### config.mk
export PLATFORM = sky130hd
export DESIGN_NAME = fde_tail
export DESIGN_NICKNAME = d
export VERILOG_FILES = /design/src/rtl/feedback_delay_echo_macros.svh /design/src/rtl/fde_pkg.sv /design/src/rtl/fde_tail.sv
export SDC_FILE = /design/constraint.sdc
export NUM_CORES = 1
export LEC_CHECK = 0
export ABC_AREA = 1
export BUFFER_PORTS_ARGS = -buffer_cell sky130_fd_sc_hd__buf_2
export CORE_MARGIN = 2
export CORE_UTILIZATION = 60
export CTS_BUF_LIST = sky130_fd_sc_hd__clkbuf_16
export DETAILED_ROUTE_END_ITERATION = 8
export PLACE_DENSITY_LB_ADDON = 0.08
export SLEW_MARGIN = 20
export SYNTH_ARGS = -nofsm -noshare
export SYNTH_HDL_FRONTEND = slang
export SYNTH_SLANG_ARGS = --single-unit
### constraint.sdc
create_clock -name clk_i -period 8.8 [get_ports clk_i]
set_input_delay 1.76 -clock clk_i [delete_from_list [all_inputs] [get_ports clk_i]]
set_output_delay 1.76 -clock clk_i [all_outputs]
set_load 0.05 [all_outputs]
### src/rtl/feedback_delay_echo_macros.svh
// Assertion helpers for the top-level RTL file, feedback_delay_echo.sv.
`ifndef FEEDBACK_DELAY_ECHO_MACROS_SVH
`define FEEDBACK_DELAY_ECHO_MACROS_SVH

// Same-cycle implication, checked on every rising clock edge outside reset.
`define FDE_ASSERT_NOW(label, pre, post, msg) \
  label: assert property (@(posedge clk_i) disable iff (!rst_ni) (pre) |-> (post)) \
    else $error(msg);

// Next-cycle implication, checked on every rising clock edge outside reset.
`define FDE_ASSERT_NEXT(label, pre, post, msg) \
  label: assert property (@(posedge clk_i) disable iff (!rst_ni) (pre) |=> (post)) \
    else $error(msg);

`endif

### src/rtl/fde_pkg.sv
package fde_pkg;

  localparam int MAX_DELAY_FRAMES = 65536;
  localparam int MAX_CHANNELS     = 2;

  localparam int POS_W    = $clog2(MAX_DELAY_FRAMES);
  localparam int CH_W     = $clog2(MAX_CHANNELS);
  localparam int ADDR_W   = POS_W + CH_W;
  localparam int DEPTH    = MAX_DELAY_FRAMES * MAX_CHANNELS;
  localparam int SAMPLE_W = 24;
  localparam int GAIN_W   = 16;
  localparam int THR_W    = 23;
  localparam int CC_W     = 2;
  localparam int CNT_W    = 17;
  localparam int CFG_W    = 23;
  localparam int CFG_IDX_W = 3;

  localparam logic [CNT_W-1:0] COUNT_MAX = '1;

  typedef enum logic [CFG_IDX_W-1:0] {
    REG_CHANNEL_COUNT,
    REG_DELAY_FRAMES,
    REG_DRY_GAIN,
    REG_WET_GAIN,
    REG_FEEDBACK_GAIN,
    REG_SILENCE_THRESHOLD
  } cfg_reg_e;

  // Per-word bookkeeping that travels with the sample down the pipe.
  typedef struct packed {
    logic [ADDR_W-1:0] wr_addr;
    logic              last_ch;
    logic              eob;
  } tag_t;

  // Per-word update request for the tail tracker, carrying the block-end flag.
  typedef struct packed {
    logic fire;
    logic nonzero;
    logic last_ch;
    logic eob;
  } tail_ctl_t;

endpackage

### src/rtl/fde_tail.sv
module fde_tail (
  input  logic                      clk_i,
  input  logic                      rst_ni,
  input  fde_pkg::tail_ctl_t        ctl_i,
  input  logic [fde_pkg::POS_W-1:0] delay_i,
  output logic                      idle_o
);

  import fde_pkg::*;

  logic             act_q, act_d;
  logic [CNT_W-1:0] bfc_q, bfc_d;
  logic [CNT_W-1:0] sfc_q, sfc_d;
  logic             idle_q, idle_d;
  logic             act_now;
  logic [CNT_W-1:0] bfc_now;
  logic [CNT_W:0]   sfc_sum;

  always_comb begin
    act_now = act_q | ctl_i.nonzero;
    bfc_now = (ctl_i.last_ch && bfc_q != COUNT_MAX) ? bfc_q + 1'b1 : bfc_q;
    sfc_sum = {1'b0, sfc_q} + {1'b0, bfc_now};
    act_d   = act_now;
    bfc_d   = bfc_now;
    sfc_d   = sfc_q;
    idle_d  = idle_q;
    if (ctl_i.eob) begin
      if (act_now) begin
        sfc_d  = '0;
        idle_d = 1'b0;
      end else begin
        sfc_d  = sfc_sum[CNT_W] ? COUNT_MAX : sfc_sum[CNT_W-1:0];
        idle_d = idle_q | (sfc_d >= {1'b0, delay_i});
      end
      act_d = 1'b0;
      bfc_d = '0;
    end
  end

  always_ff @(posedge clk_i or negedge rst_ni) begin
    if (!rst_ni) begin
      act_q  <= 1'b0;
      bfc_q  <= '0;
      sfc_q  <= '0;
      idle_q <= 1'b0;
    end else if (ctl_i.fire) begin
      act_q  <= act_d;
      bfc_q  <= bfc_d;
      sfc_q  <= sfc_d;
      idle_q <= idle_d;
    end
  end

  assign idle_o = idle_d;

endmodule

After elaboration in Yosys (flattened, before gate mapping)
Cells that the tools add are included.

Add/sub/neg operators: 2. $lt $le $gt $ge: 1. Eq/ne operators: 1. Mux-type cells: 7. Bitwise gates (word level): 2. Reductions and logical operators: 2.

Operators with widths (number): $mux W17 (4); $add A17 B17 Y18 (1); $add A17 B1 Y17 const B (1); $ge A17 B16 Y1 (1); $ne A17 B17 Y1 const B (1); $mux W1 (3); $or A1 B1 Y1 (2); $reduce_and A2 Y1 (1); $logic_and A1 B1 Y1 (1).

Register bits: 36. Input port bits: 22. Output and inout bits: 1. Logic and storage cells: 19.

Longest topological paths before layout
Depth in word-level cells: 9. Depth in mapped cells: 42. Mapped depth without buffers: 41.

Least setup slack after synthesis
OpenSTA, ideal clock, no wires.

Kind: input to output. From: input port ctl_i[1] in the netlist's numbering. To: output port idle_o. Data arrival time: 5.983 ns. Data required time: 7.040 ns. Path slack: 1.057 ns. Stages on the path: 32. Buffers on the path: 1. Cell sequence: nand2_2 > nor2_1 > nand2_2 > nor2_4 > nand3_2 > nor2_4 > nand3_2 > xor2_1 > inv_1 > ha_1 > nand2_1 > inv_1 > nand3_1 > inv_1 > a21oi_1 > nand2_2 > buf_6 > a21oi_1 > o21ai_2 > ha_1 > nand2_1 > nor2_1 > inv_1 > nor2_1 > nand2_1 > nand2_1 > nand2_1 > nand2_1 > nand2_1 > nand3_1 > nand2_1 > a21boi_0.

Cells in the longest elaborated chain, start to end: 8.

Ends and longest elaborated chain: start, declared (RTL line fde_tail.sv:4) `input fde_pkg::tail_ctl_t ctl_i,`; $logic_and A1 B1 Y1 (RTL line fde_tail.sv:21) `bfc_now = (ctl_i.last_ch && bfc_q != COUNT_MAX) ? bfc_q + 1'b1 : bfc_q;`; $mux W17 (RTL line fde_tail.sv:21); $add A17 B17 Y18 (RTL line fde_tail.sv:22) `sfc_sum = {1'b0, sfc_q} + {1'b0, bfc_now};`; $mux W17 (RTL line fde_tail.sv:32) `sfc_d = sfc_sum[CNT_W] ? COUNT_MAX : sfc_sum[CNT_W-1:0];`; $ge A17 B16 Y1 (RTL line fde_tail.sv:33) `idle_d = idle_q | (sfc_d >= {1'b0, delay_i});`; $or A1 B1 Y1 (RTL line fde_tail.sv:33); $mux W1 (RTL line fde_tail.sv:28) `if (act_now) begin`; $mux W1 (RTL line fde_tail.sv:27) `if (ctl_i.eob) begin`; end, declared (RTL line fde_tail.sv:6) `output logic idle_o`.

No other way between the ends.

Worst setup path in the final report
Same ends and word-level chain as after synthesis.

==> flow_metrics.py <==
metrics = {
    "status": {
        "status": "complete, no violations",
    },
    "worst_setup_path": {
        "r2r-end": "idle_q",
        "r2r_start": "bfc_q[3]",
        "critPathLaunchType": "primary input",
        "cp.required_ns": 7.04,
        "rr_worst_depth": 38,
        "reg2reg_slack_ns": 3.71,
        "crit_slowest_cell": "or2_2",
        "path_buf_inv": 6,
        "max_stage_delay_ns": 0.38,
        "crit_type": "in -> out",
        "crit_path_max_fanout": 13,
        "crit_start": "ctl_i[1]",
        "crit_path_end_kind": "primary output",
        "cp_top_family": "simple AND/OR/NAND/NOR gates",
        "cp_data_arrival_time_ns": 6.08,
        "crit_top_cell": "nand2_1",
    },
    "floorplanning": {
        "die_w_um": 77.8,
        "rows": 26,
        "ioPinCount": 23,
        "die_area_um2": 6050,
        "die_h_um": 77.8,
        "start_util_pct": 63.2,
        "core_area_um2": 5170,
    },
    "clock_tree": {
        "cts_sinks": 36,
        "ctsLongestPathBuffers": 2,
        "cts.htree.levels": 2,
        "cts_buffers": 5,
        "cts.reportedPaths.clkPinSlew_ns": 0.06,
        "cts_hold_buf": 0,
        "insertion_delay_ns": 0.28,
        "tritoncts": "yes",
        "root_buffer": "clkbuf_16",
        "cts_setup_buffers": 0,
        "cts_resized": 0,
    },
    "power": {
        "p_clk_share_pct": 44.1,
        "leakage_uw": 0.00216,
        "irDropWorstVdd_v": 0.000118,
        "p_comb_share_pct": 16.9,
        "p_per_area_nw_per_um2": 126,
        "seqPwrFrac_pct": 39.0,
        "internal-power_uw": 331,
        "p_total_uw": 455,
        "p_sw_uw": 124,
        "switching_share_pct": 27.2,
    },
    "detailed_routing": {
        "drtAntennaViolNets": 0,
        "wl_mm": 7.86,
        "viasPerCell": 5.44,
        "wl_per_cell_um": 14.0,
        "drt-initial-drc-count": 154,
        "drt_first_pass_iters": 5,
        "drc": 0,
        "vias": 3056,
    },
    "place": {
        "gp_congestion": 0.924,
        "port_buffers": 22,
        "post-place-ws_ns": 1.01,
        "hpwlAfterDp_mm": 6.00,
    },
    "yosys": {
        "muxShareOfSynthArea_pct": 0,
        "synthAdderAreaFrac_pct": 14.0,
        "synth-seq-area-share_pct": 27.6,
        "syn_nets": 525,
        "synth_compound_area_share_pct": 12.7,
        "syn_inst": 467,
        "synth.distinct_cells": 37,
        "synth_top_family_by_area": "simple AND/OR/NAND/NOR gates",
        "synthSimpleGateAreaFrac_pct": 31.0,
        "syn_area_per_cell_um2": 7.00,
        "synthesis.area_um2": 3270,
        "yosysWarningCount": 0,
        "synth_seq_cells": 36,
        "synth_xor_area_share_pct": 3.98,
    },
    "hold_path": {
        "hp-start": "idle_q",
        "hold_end": "idle_q",
        "min_path_type": "reg -> reg",
        "hold_depth": 2,
    },
    "grt": {
        "antenna_found_initial": 0,
        "grt_first_pass_wirelength_mm": 13.5,
        "grt_usage_pct": 27.8,
        "grt_max_degree": 37,
        "grt_overflow": 0,
        "grt_pass1_vias": 2946,
    },
    "timing": {
        "fmax_mhz": 128,
        "setup_viol": 0,
        "timing.final.crit_share_pct": 89.1,
        "rsz0062_at_grt": "no",
        "tightest_slew_ns": 0.850,
        "maxSlewViolCount": 0,
        "fin_crit_ns": 7.84,
        "fin_ws_ns": 0.962,
        "relSlewSlack_pct": 43.3,
        "hold_viol": 0,
        "tns_ns": 0,
        "skew_ns": 0.00219,
    },
    "job": {
        "cap_violations": 0,
    },
    "layout": {
        "nets": 549,
        "syn2layout_area_growth_pct": 10.3,
        "drive_above_1_share_pct": 13.4,
        "n_antenna_cell": 0,
    },
}
-- worst reg2reg max path: cells and delay by family, from the launching register on --
family / cells / cell delay [ns]
AND/OR/NAND/NOR: 28 / 3.17
adder cells (fa/ha/maj): 3 / 0.83
flip-flops: 1 / 0.40
buffers and inverters: 5 / 0.29
XOR/XNOR: 1 / 0.22
AO/OA/AOI/OAI: 1 / 0.15
-- registers in the layout (all words and copies together), names as in the netlist --
signal,cells
bfc_q,17
sfc_q,17
act_q,1
idle_q,1
-- cell families (layout without fill, tap and decap cells) --
group | Yosys count | after routing
buffers and inverters | 91 | 116
adder cells (fa/ha/maj) | 36 | 36
flip-flops | 36 | 36
AND/OR/NAND/NOR | 223 | 223
AO/OA/AOI/OAI | 67 | 67
XOR/XNOR | 14 | 14
-- cells in the mapped netlist (all sizes together) --
cell	number	area (µm²)
fa	1	20.0
ha	35	438
o311ai	1	8.76
nor4	4	25.0
inv	86	325
a31o	1	8.76
xor2	14	130
dfrtp	36	901
nand4	3	18.8
o21bai	3	22.5
o21ai	18	101
a21oi	24	124
nand3b	1	7.51
a21boi	2	15.0
nand2	145	567
a31oi	1	6.26
nor2	34	150
clkbuf	4	15.0
or2	8	52.6
buf	1	11.3
a22o	9	78.8
o22ai	8	50.1
nand3	22	150
nor3	6	41.3
-- layout make-up --
type                       instances  area [µm²]
timing repair buffer              22         110
tap                               70        87.6
clock buffer                       5         125
inverter                          86         325
clock inverter                     3        38.8
multi-input combinational        340        2020
fill                             453        1570
sequential                        36         901
-- routing by layer --
layer  up-vias  share of wire (%)  global-route usage [%]  wire length [µm]
li1       1537                  -                       -                 -
met1      1411                 46                    37.1              3590
met2        98                 48                    47.7              3770
met3        10                5.2                    4.07               410
met4         0                1.1                    6.07                85
met5         -                  0                       0                 0
-- power groups by stage --
stage,registers (µW),clock network [µW],logic [µW]
2_1_floorplan,179,0,53.5
3_3_place_gp,180,0,75.2
3_5_place_dp,180,0,76.9
4_1_cts,177,202,77.7
5_1_grt,178,207,89.9
6_report,177,201,77.1
-- cells in the final DEF (no fill, tap or decap), types with 4 or more instances in the layout --
cell type / instances
buf_2: 22
nor4_1: 4
nor2_2: 4
nand2_2: 9
a22o_1: 9
a21oi_1: 23
xor2_1: 13
dfrtp_1: 36
inv_1: 85
nor2_1: 28
nand2_1: 136
o21ai_0: 14
or2_2: 4
nand3_1: 14
nor3_1: 5
clkbuf_16: 5
nand3_2: 8
ha_1: 35
o22ai_1: 8
-- how the worst max path moves through the flow --
stage                   to  slack, ns  cells after the start
finish              idle_o       0.96                     32
global route        idle_o       0.55                     35
CTS                 idle_o        1.0                     32
detailed placement  idle_o       1.01                     32
global placement    idle_o       1.11                     32
floorplan           idle_o       1.06                     32
-- stage by stage --
| step | instances | hold slack, ns | utilization, % | instance area (µm²) |
|---|---|---|---|---|
| after floorplan | 467 | 0.449 | - | 3270 |
| after global placement | 554 | 0.466 | 66.5 | 3440 |
| after detailed placement | 554 | 0.470 | 66.5 | 3440 |
| after CTS | 562 | 0.485 | 69.7 | 3600 |
| after global routing | 562 | 0.526 | 69.7 | 3610 |
| final | 562 | 0.489 | 69.7 | 3610 |
Power figures use the tool's default switching activity.
