`src/rtl/feedback_delay_echo_macros.svh`:
```
// Assertion helpers for the top-level RTL file, feedback_delay_echo.sv.
`ifndef FEEDBACK_DELAY_ECHO_MACROS_SVH
`define FEEDBACK_DELAY_ECHO_MACROS_SVH

// Same-cycle implication, checked on every rising clock edge outside reset.
`define FDE_ASSERT_NOW(label, pre, post, msg) \
  label: assert property (@(posedge clk_i) disable iff (!rst_ni) (pre) |-> (post)) \
    else $error(msg);

// Next-cycle implication, checked on every rising clock edge outside reset.
`define FDE_ASSERT_NEXT(label, pre, post, msg) \
  label: assert property (@(posedge clk_i) disable iff (!rst_ni) (pre) |=> (post)) \
    else $error(msg);

`endif

```
`src/rtl/fde_pkg.sv`:
```
package fde_pkg;

  localparam int MAX_DELAY_FRAMES = 65536;
  localparam int MAX_CHANNELS     = 2;

  localparam int POS_W    = $clog2(MAX_DELAY_FRAMES);
  localparam int CH_W     = $clog2(MAX_CHANNELS);
  localparam int ADDR_W   = POS_W + CH_W;
  localparam int DEPTH    = MAX_DELAY_FRAMES * MAX_CHANNELS;
  localparam int SAMPLE_W = 24;
  localparam int GAIN_W   = 16;
  localparam int THR_W    = 23;
  localparam int CC_W     = 2;
  localparam int CNT_W    = 17;
  localparam int CFG_W    = 23;
  localparam int CFG_IDX_W = 3;

  localparam logic [CNT_W-1:0] COUNT_MAX = '1;

  typedef enum logic [CFG_IDX_W-1:0] {
    REG_CHANNEL_COUNT,
    REG_DELAY_FRAMES,
    REG_DRY_GAIN,
    REG_WET_GAIN,
    REG_FEEDBACK_GAIN,
    REG_SILENCE_THRESHOLD
  } cfg_reg_e;

  // Per-word bookkeeping that travels with the sample down the pipe.
  typedef struct packed {
    logic [ADDR_W-1:0] wr_addr;
    logic              last_ch;
    logic              eob;
  } tag_t;

  // Per-word update request for the tail tracker, carrying the block-end flag.
  typedef struct packed {
    logic fire;
    logic nonzero;
    logic last_ch;
    logic eob;
  } tail_ctl_t;

endpackage

```
`src/rtl/fde_mix.sv`:
```
module fde_mix (
  input  logic                           clk_i,
  input  logic                           rst_ni,
  input  logic                           load_i,
  input  logic                           fire_i,
  input  logic signed [fde_pkg::SAMPLE_W-1:0] x_i,
  input  logic signed [fde_pkg::SAMPLE_W-1:0] d_i,
  input  fde_pkg::tag_t                  tag_i,
  input  logic [fde_pkg::GAIN_W-1:0]     dry_i,
  input  logic [fde_pkg::GAIN_W-1:0]     wet_i,
  input  logic [fde_pkg::GAIN_W-1:0]     fb_i,
  input  logic [fde_pkg::THR_W-1:0]      thr_i,
  output logic                           vb_o,
  output fde_pkg::tag_t                  tag_o,
  output logic signed [fde_pkg::SAMPLE_W-1:0] y_o,
  output logic signed [fde_pkg::SAMPLE_W-1:0] w_o
);

  import fde_pkg::*;

  localparam int PROD_W = SAMPLE_W + GAIN_W + 1;
  localparam int SUM_W  = PROD_W + 1;
  localparam int FRAC_W = 15;
  localparam logic signed [SUM_W-1:0] RND_BIAS = SUM_W'(1 << (FRAC_W - 1));

  logic                       vb_q;
  tag_t                       tag_q;
  logic signed [SAMPLE_W-1:0] x_q;
  logic signed [PROD_W-1:0]   p_dry_q, p_wet_q, p_fb_q;
  logic signed [PROD_W-1:0]   p_dry_d, p_wet_d, p_fb_d;
  logic signed [SUM_W-1:0]    sum_y, sum_w;
  logic signed [SAMPLE_W-1:0] w_sat;
  logic [SAMPLE_W:0]          w_mag;

  // Drop the fraction, then clamp to the sample range.
  function automatic logic signed [SAMPLE_W-1:0] rnd_sat(input logic signed [SUM_W-1:0] s);
    logic [SUM_W-FRAC_W-1:0] q;
    logic signed [SAMPLE_W-1:0] r;
    q = s[SUM_W-1:FRAC_W];
    if (q[SUM_W-FRAC_W-1:SAMPLE_W-1] == '0 || q[SUM_W-FRAC_W-1:SAMPLE_W-1] == '1) begin
      r = q[SAMPLE_W-1:0];
    end else if (q[SUM_W-FRAC_W-1]) begin
      r = {1'b1, {(SAMPLE_W-1){1'b0}}};
    end else begin
      r = {1'b0, {(SAMPLE_W-1){1'b1}}};
    end
    return r;
  endfunction

  assign p_dry_d = x_i * $signed({1'b0, dry_i});
  assign p_wet_d = d_i * $signed({1'b0, wet_i});
  assign p_fb_d  = d_i * $signed({1'b0, fb_i});

  always_ff @(posedge clk_i or negedge rst_ni) begin
    if (!rst_ni) begin
      vb_q <= 1'b0;
    end else if (load_i) begin
      vb_q <= 1'b1;
    end else if (fire_i) begin
      vb_q <= 1'b0;
    end
  end

  always_ff @(posedge clk_i) begin
    if (load_i) begin
      tag_q   <= tag_i;
      x_q     <= x_i;
      p_dry_q <= p_dry_d;
      p_wet_q <= p_wet_d;
      p_fb_q  <= p_fb_d;
    end
  end

  assign sum_y = $signed({p_dry_q[PROD_W-1], p_dry_q})
               + $signed({p_wet_q[PROD_W-1], p_wet_q}) + RND_BIAS;
  assign sum_w = $signed({{(SUM_W-SAMPLE_W-FRAC_W){x_q[SAMPLE_W-1]}}, x_q, {FRAC_W{1'b0}}})
               + $signed({p_fb_q[PROD_W-1], p_fb_q}) + RND_BIAS;

  assign y_o   = rnd_sat(sum_y);
  assign w_sat = rnd_sat(sum_w);

  // Flush quiet feedback to exact zero so the tail can go idle.
  assign w_mag = w_sat[SAMPLE_W-1] ? -{w_sat[SAMPLE_W-1], w_sat} : {w_sat[SAMPLE_W-1], w_sat};
  assign w_o   = (w_mag < {2'b00, thr_i}) ? '0 : w_sat;

  assign vb_o  = vb_q;
  assign tag_o = tag_q;

endmodule

```
`config.mk`:
```
export PLATFORM = sky130hd
export DESIGN_NAME = fde_mix
export DESIGN_NICKNAME = d
export VERILOG_FILES = /design/src/rtl/feedback_delay_echo_macros.svh /design/src/rtl/fde_pkg.sv /design/src/rtl/fde_mix.sv
export SDC_FILE = /design/constraint.sdc
export NUM_CORES = 2
export LEC_CHECK = 0
export BUFFER_PORTS_ARGS = -buffer_cell sky130_fd_sc_hd__buf_2
export CAP_MARGIN = 20
export CORE_MARGIN = 4
export CORE_UTILIZATION = 51
export CTS_CLUSTER_SIZE = 8
export DETAILED_ROUTE_END_ITERATION = 6
export HOLD_SLACK_MARGIN = 0.05
export PLACE_DENSITY_LB_ADDON = 0.3
export SETUP_SLACK_MARGIN = 0.05
export SYNTH_ARGS = -nofsm -noshare
export SYNTH_HDL_FRONTEND = slang
export SYNTH_SLANG_ARGS = --single-unit
```
`constraint.sdc`:
```
create_clock -name clk_i -period 7.6 [get_ports clk_i]
set_input_delay 0.76 -clock clk_i [delete_from_list [all_inputs] [get_ports clk_i]]
set_output_delay 0.76 -clock clk_i [all_outputs]
set_load 0.1 [all_outputs]
```
# Word-level counts from Yosys, hierarchy flattened
# Cells that the tools add are included.
[classes]
add_sub_neg = 5
mul = 3
n_div = 0
n_lt_le_gt_ge = 1
n_eq_ne = 2
shifts = 0
n_mux = 8
bitwise = 0
reduce_logical = 5
[ops]
columns = ["cell", "count"]
rows = [
  ["24-bit by 17-bit multiplier with 41-bit output", 3],
  ["24-bit two-way mux", 5],
  ["42-bit by 16-bit adder with 42-bit output (second input constant)", 2],
  ["39-bit by 41-bit adder with 42-bit output", 1],
  ["41-bit by 41-bit adder with 42-bit output", 1],
  ["25-bit by 23-bit less-than comparator with 1-bit output", 1],
  ["25-bit two-way mux", 1],
  ["25-bit negator", 1],
  ["4-bit == test (second input constant)", 2],
  ["4-bit logical NOT", 2],
  ["1-bit logical OR", 2],
  ["1-bit two-way mux", 2],
  ["2-bit nonzero test", 1],
]
[word_totals]
ff_bits = 167
latchBits = 0
ram_bits = 0
rom_bits = 0
input_bits = 142
output_inout_bits = 68
elab_cells = 32
n_memories = 0

# Logic depth before layout (Yosys ltp)
[logic_depth]
word_depth = 9
mapped_depth = 34
mapped_depth_nobuf = 30

# Least setup slack after synthesis
# No wires, ideal clock.
[synth_path]
path_type = "flip-flop to output port"
from = "reg x_q[0]"
to = "out w_o[18] in the netlist's numbering"
arrival_time_ns = 8.128
t_required_ns = 6.840
slack_ns = -1.288
path_stages_with_launch = 32
n_path_buf = 1
cell_sequence = "edfxtp_1 > fa_1 > a211oi_2 > o211ai_1 > nand3_1 > a2111oi_2 > nor4_4 > o211ai_1 > nand2b_1 > o21ai_1 > buf_2 > nand2_1 > nand2_1 > ha_1 > o41ai_4 > nor2_1 > o221ai_2 > or2_1 > a21oi_1 > nor2_1 > ha_1 > a21o_1 > a21o_1 > a21o_1 > a21o_1 > a21o_1 > a21o_1 > a21oi_1 > a2111oi_0 > a221o_1 > a21oi_2 > a211oi_1"
[synth_between]
elab_chain_cells = 9
elab_cells_between_ends = 11
cone_classes = "add/sub (3); order compare (1); eq/ne (1); mux (4); reduce/logical (2)"
[synth_rtl]
columns = ["item", "line_no", "source"]
rows = [
  ["start, declared", "fde_mix.sv:28", "logic signed [SAMPLE_W-1:0] x_q;"],
  ["start signal, assigned", "fde_mix.sv:67", "x_q <= x_i;"],
  ["39-bit by 41-bit adder with 42-bit output (*)", "fde_mix.sv:77", "+ $signed({p_fb_q[PROD_W-1], p_fb_q}) + RND_BIAS;"],
  ["42-bit by 16-bit adder with 42-bit output (*)", "fde_mix.sv:77", ""],
  ["4-bit == test / 4-bit logical NOT (equally long branches)", "fde_mix.sv:40", "if (q[SUM_W-FRAC_W-1:SAMPLE_W-1] == '0 || q[SUM_W-FRAC_W-1:SAMPLE_W-1] == '1) begin"],
  ["1-bit logical OR", "fde_mix.sv:40", ""],
  ["24-bit two-way mux (*)", "fde_mix.sv:40", ""],
  ["25-bit negator", "fde_mix.sv:83", "assign w_mag = w_sat[SAMPLE_W-1] ? -{w_sat[SAMPLE_W-1], w_sat} : {w_sat[SAMPLE_W-1], w_sat};"],
  ["25-bit two-way mux", "fde_mix.sv:83", ""],
  ["25-bit by 23-bit less-than comparator with 1-bit output", "fde_mix.sv:84", "assign w_o = (w_mag < {2'b00, thr_i}) ? '0 : w_sat;"],
  ["24-bit two-way mux (*)", "fde_mix.sv:84", ""],
  ["end, declared", "fde_mix.sv:16", "output logic signed [fde_pkg::SAMPLE_W-1:0] w_o"],
]
# Mark *: on every way between the ends. The rest lies on a longest branch, timed or not.

# Final worst setup path
[layout_path]
from = "reg p_fb_q[37]"
to = "out w_o[19] in the netlist's numbering"
[layout_between]
elab_chain_cells = 9
elab_cells_between_ends = 11
cone_classes = "add/sub (3); order compare (1); eq/ne (1); mux (4); reduce/logical (2)"
[layout_rtl]
columns = ["item", "line_no", "source"]
rows = [
  ["start, declared", "fde_mix.sv:29", "logic signed [PROD_W-1:0] p_dry_q, p_wet_q, p_fb_q;"],
  ["start signal, assigned", "fde_mix.sv:70", "p_fb_q <= p_fb_d;"],
  ["39-bit by 41-bit adder with 42-bit output (*)", "fde_mix.sv:77", ""],
  ["42-bit by 16-bit adder with 42-bit output (*)", "fde_mix.sv:77", ""],
  ["4-bit == test / 4-bit logical NOT (equally long branches)", "fde_mix.sv:40", ""],
  ["1-bit logical OR", "fde_mix.sv:40", ""],
  ["24-bit two-way mux (*)", "fde_mix.sv:40", ""],
  ["25-bit negator", "fde_mix.sv:83", ""],
  ["25-bit two-way mux", "fde_mix.sv:83", ""],
  ["25-bit by 23-bit less-than comparator with 1-bit output", "fde_mix.sv:84", ""],
  ["24-bit two-way mux (*)", "fde_mix.sv:84", ""],
]
# Marks and branches as above.

==> flow_summary.toml <==
[outcome]
status = "finished with violations"
violations = "negative setup slack"

[timing]
slew_headroom_pct = 38.34
finClkSkew_ps = 0
fin_ws_ps = -24.79
whs_ps = 476.8
hold_viol = 0
rsz0062_at_grt = "true"
worst_pin_slew_ps = 924.9
period_share_pct = 100.3
post-route-min-period_ps = 7625
fmax_ghz = 0.1312
setup_viol = 4
report.final.slew_viol_count = 0

[global_route]
antenna_found_initial = 6
grt_pass1_vias = 42383
grt_pass1_wl_microns = 220000
grt_max_degree = 85
gr-total-overflow = 0
grt.total_usage_pct = 25.78

[detailed_routing]
drt_iter0_markers = 2489
finalWirelength_microns = 133000
num_vias = 39019
final_antenna_net_count = 0
via_per_inst = 5.251
routedWlPerCell_microns = 17.90
dr.pass1.iters = 5
remaining_drc_errors = 0

[setup_path]
cp-start-kind = "flop"
critPathRequiredTime_ps = 6840
worst_setup_path_end_kind = "output port"
crit_family = "compound AO/OA/AOI/OAI gates"
reg2regPathDepth = 1
crit_type = "reg -> out"
slowest_stage = "a2111oi_1"
reg2reg_slack_ps = 6950
r2r-start = "vb_o"
cp_max_fo = 5
arrival_ps = 6860
reg2reg_to = "vb_o"
cp_slowest_stage_delay_ps = 460
critPathBufInv = 7

[clocking]
clkTransAtPathRegs_ps = 60
clockBufferDepth = 2
cts_sinks = 153
cts_tree = "done"
ctsHtreeMaxLevel = 4
cts_root_buf = "clkbuf_16"
clkLatencyLatePin_ps = 450
cts_buffers = 17

[die]
placementRows = 116
fp.dieW_microns = 326.5
dieHeight_microns = 326.5
start_util_pct = 51.50
fp.dieArea_sq_mm = 0.1066
io_pins = 210
core_area_sq_mm = 0.1004

[synth]
yosys_most_used_dff = "edfxtp_1"
synth_top_area_cell = "fa_1"
synth.distinct_cells = 90
synth_edf_count = 152
ys_seq_area_share_pct = 8.873
yosys_warnings = 0
netlist.area_leader.share_pct = 43.73
async_flop_share_pct = 0.6536
synth-seq-cells = 153
syn_area_sq_mm = 0.05173
syn_nets = 7498
yosys-top-cells-area = "fa_1 44%, inv_1 11%, ha_1 10%"
synth_most_common_cell = "inv_1"
syn_inst = 5797
syn_avg_cell_area_sq_um = 8.923
ys_top_cells_by_count = "1,537 x inv_1, 1,130 x fa_1, 919 x nand2_1, 429 x ha_1, 341 x and2_1"

[run]
max_cap_violations = 0

[placement]
numPortBuffers = 209
dp.final_hpwl_microns = 109100
post-place-ws_ps = -4.983
place.gp.congestion = 0.9324

[final_layout]
drive_above_1_share_pct = 10.08
finalNetCount = 7758
syn2layout_area_growth_pct = 10.37
nFillCells = 8977

[hold_path]
hp-class = "reg -> reg"
hold_depth = 1
min_to = "vb_o"
hp-start = "vb_o"
layout by cell type (no fill, tap or decap), types with 20 or more instances in the layout:
cell type,synthesis,final
nor3_1,46,44
xor2_1,41,41
ha_1,429,416
buf_2,13,184
nor2b_1,22,21
o21a_1,23,23
o21ai_0,77,72
a21oi_2,1,21
fa_1,1130,1129
nand2_1,919,916
buf_12,0,24
a211oi_1,24,23
nand3_1,40,39
nand2b_1,21,20
nand4_1,24,24
xnor2_1,104,104
a21oi_1,163,140
edfxtp_1,152,152
a21o_1,97,97
inv_1,1537,1537
buf_4,0,242
and2_1,341,340
nor2_1,141,135
registers in the layout, indices dropped and copies added (netlist names):
signal / flops
p_dry_q: 41
p_wet_q: 41
p_fb_q: 27
x_q: 24
tag_o: 19
vb_o: 1
per-stage QoR:
step | utilization, % | instances | instance area, sq um | TNS, ps
6_report | 56.84 | 7431 | 57090 | -57.65
5_1_grt | 56.84 | 7430 | 57090 | -5918
4_1_cts | 56.43 | 7413 | 56680 | -282.3
3_5_place_dp | 55.16 | 7356 | 55400 | -4.983
3_3_place_gp | 55.16 | 7356 | 55400 | 0
2_1_floorplan | - | 5797 | 51830 | -1058
worst max path at each step:
stage                              to  cells past startpoint        from  slack (ps)
after floorplan                w_o[0]                     34     x_q[23]         -50
after global placement    p_wet_q[39]                     25     d_i[13]         110
after detailed placement      w_o[18]                     26      x_q[0]          -5
after CTS                     w_o[14]                     35  p_fb_q[19]         -40
after global routing          w_o[19]                     35  p_fb_q[37]        -320
final                         w_o[19]                     33  p_fb_q[37]         -20
routing by layer:
layer	track usage (%)	vias up	part of all wire, %
li1	-	17783	-
met1	32.98	19758	40
met2	44.88	1188	50
met3	3.908	288	6.5
met4	8.798	2	3.8
met5	0	-	0.0090
cell families (layout without fill, tap and decap cells):
| logic type | Yosys count | in the layout | share of synthesized area (%) |
|---|---|---|---|
| buffers and inverters | 1763 | 2036 | 12.84 |
| multiplexers | 6 | 6 | 0.1427 |
| XOR/XNOR | 145 | 145 | 2.455 |
| other | 0 | 4 | 0 |
| AO/OA/AOI/OAI | 541 | 541 | 7.061 |
| AND/OR/NAND/NOR | 1630 | 1630 | 14.52 |
| adder cells (fa/ha/maj) | 1559 | 1559 | 54.11 |
| flip-flops | 153 | 153 | 8.873 |
cell type report:
type                    count  area (sq um)  area share (%)
well taps                1357          1698           2.974
repair buffers            467          3480           6.095
clock inverters            13         166.4          0.2915
clock buffers              19         432.9          0.7583
diodes                      4         10.01         0.01753
inverters                1537          5769           10.11
multi-input cells        3881         40950           71.72
flip-flops and latches    153          4589           8.039
repair_timing:
| action | 4_1_cts | 5_1_grt |
|---|---|---|
| setup endpoints to repair | 24 | 24 |
| pin swaps | 26 | 36 |
| gates cloned | 3 | 0 |
| hold buffers | 1 | 0 |
| endpoints found under the hold margin | 1 | 0 |
| gates resized for setup | 110 | 64 |
| setup buffers | 22 | 14 |
Power is left out: the tool's default activity adds up to more than one toggle a clock period on the data nets, which glitch-free logic cannot reach.
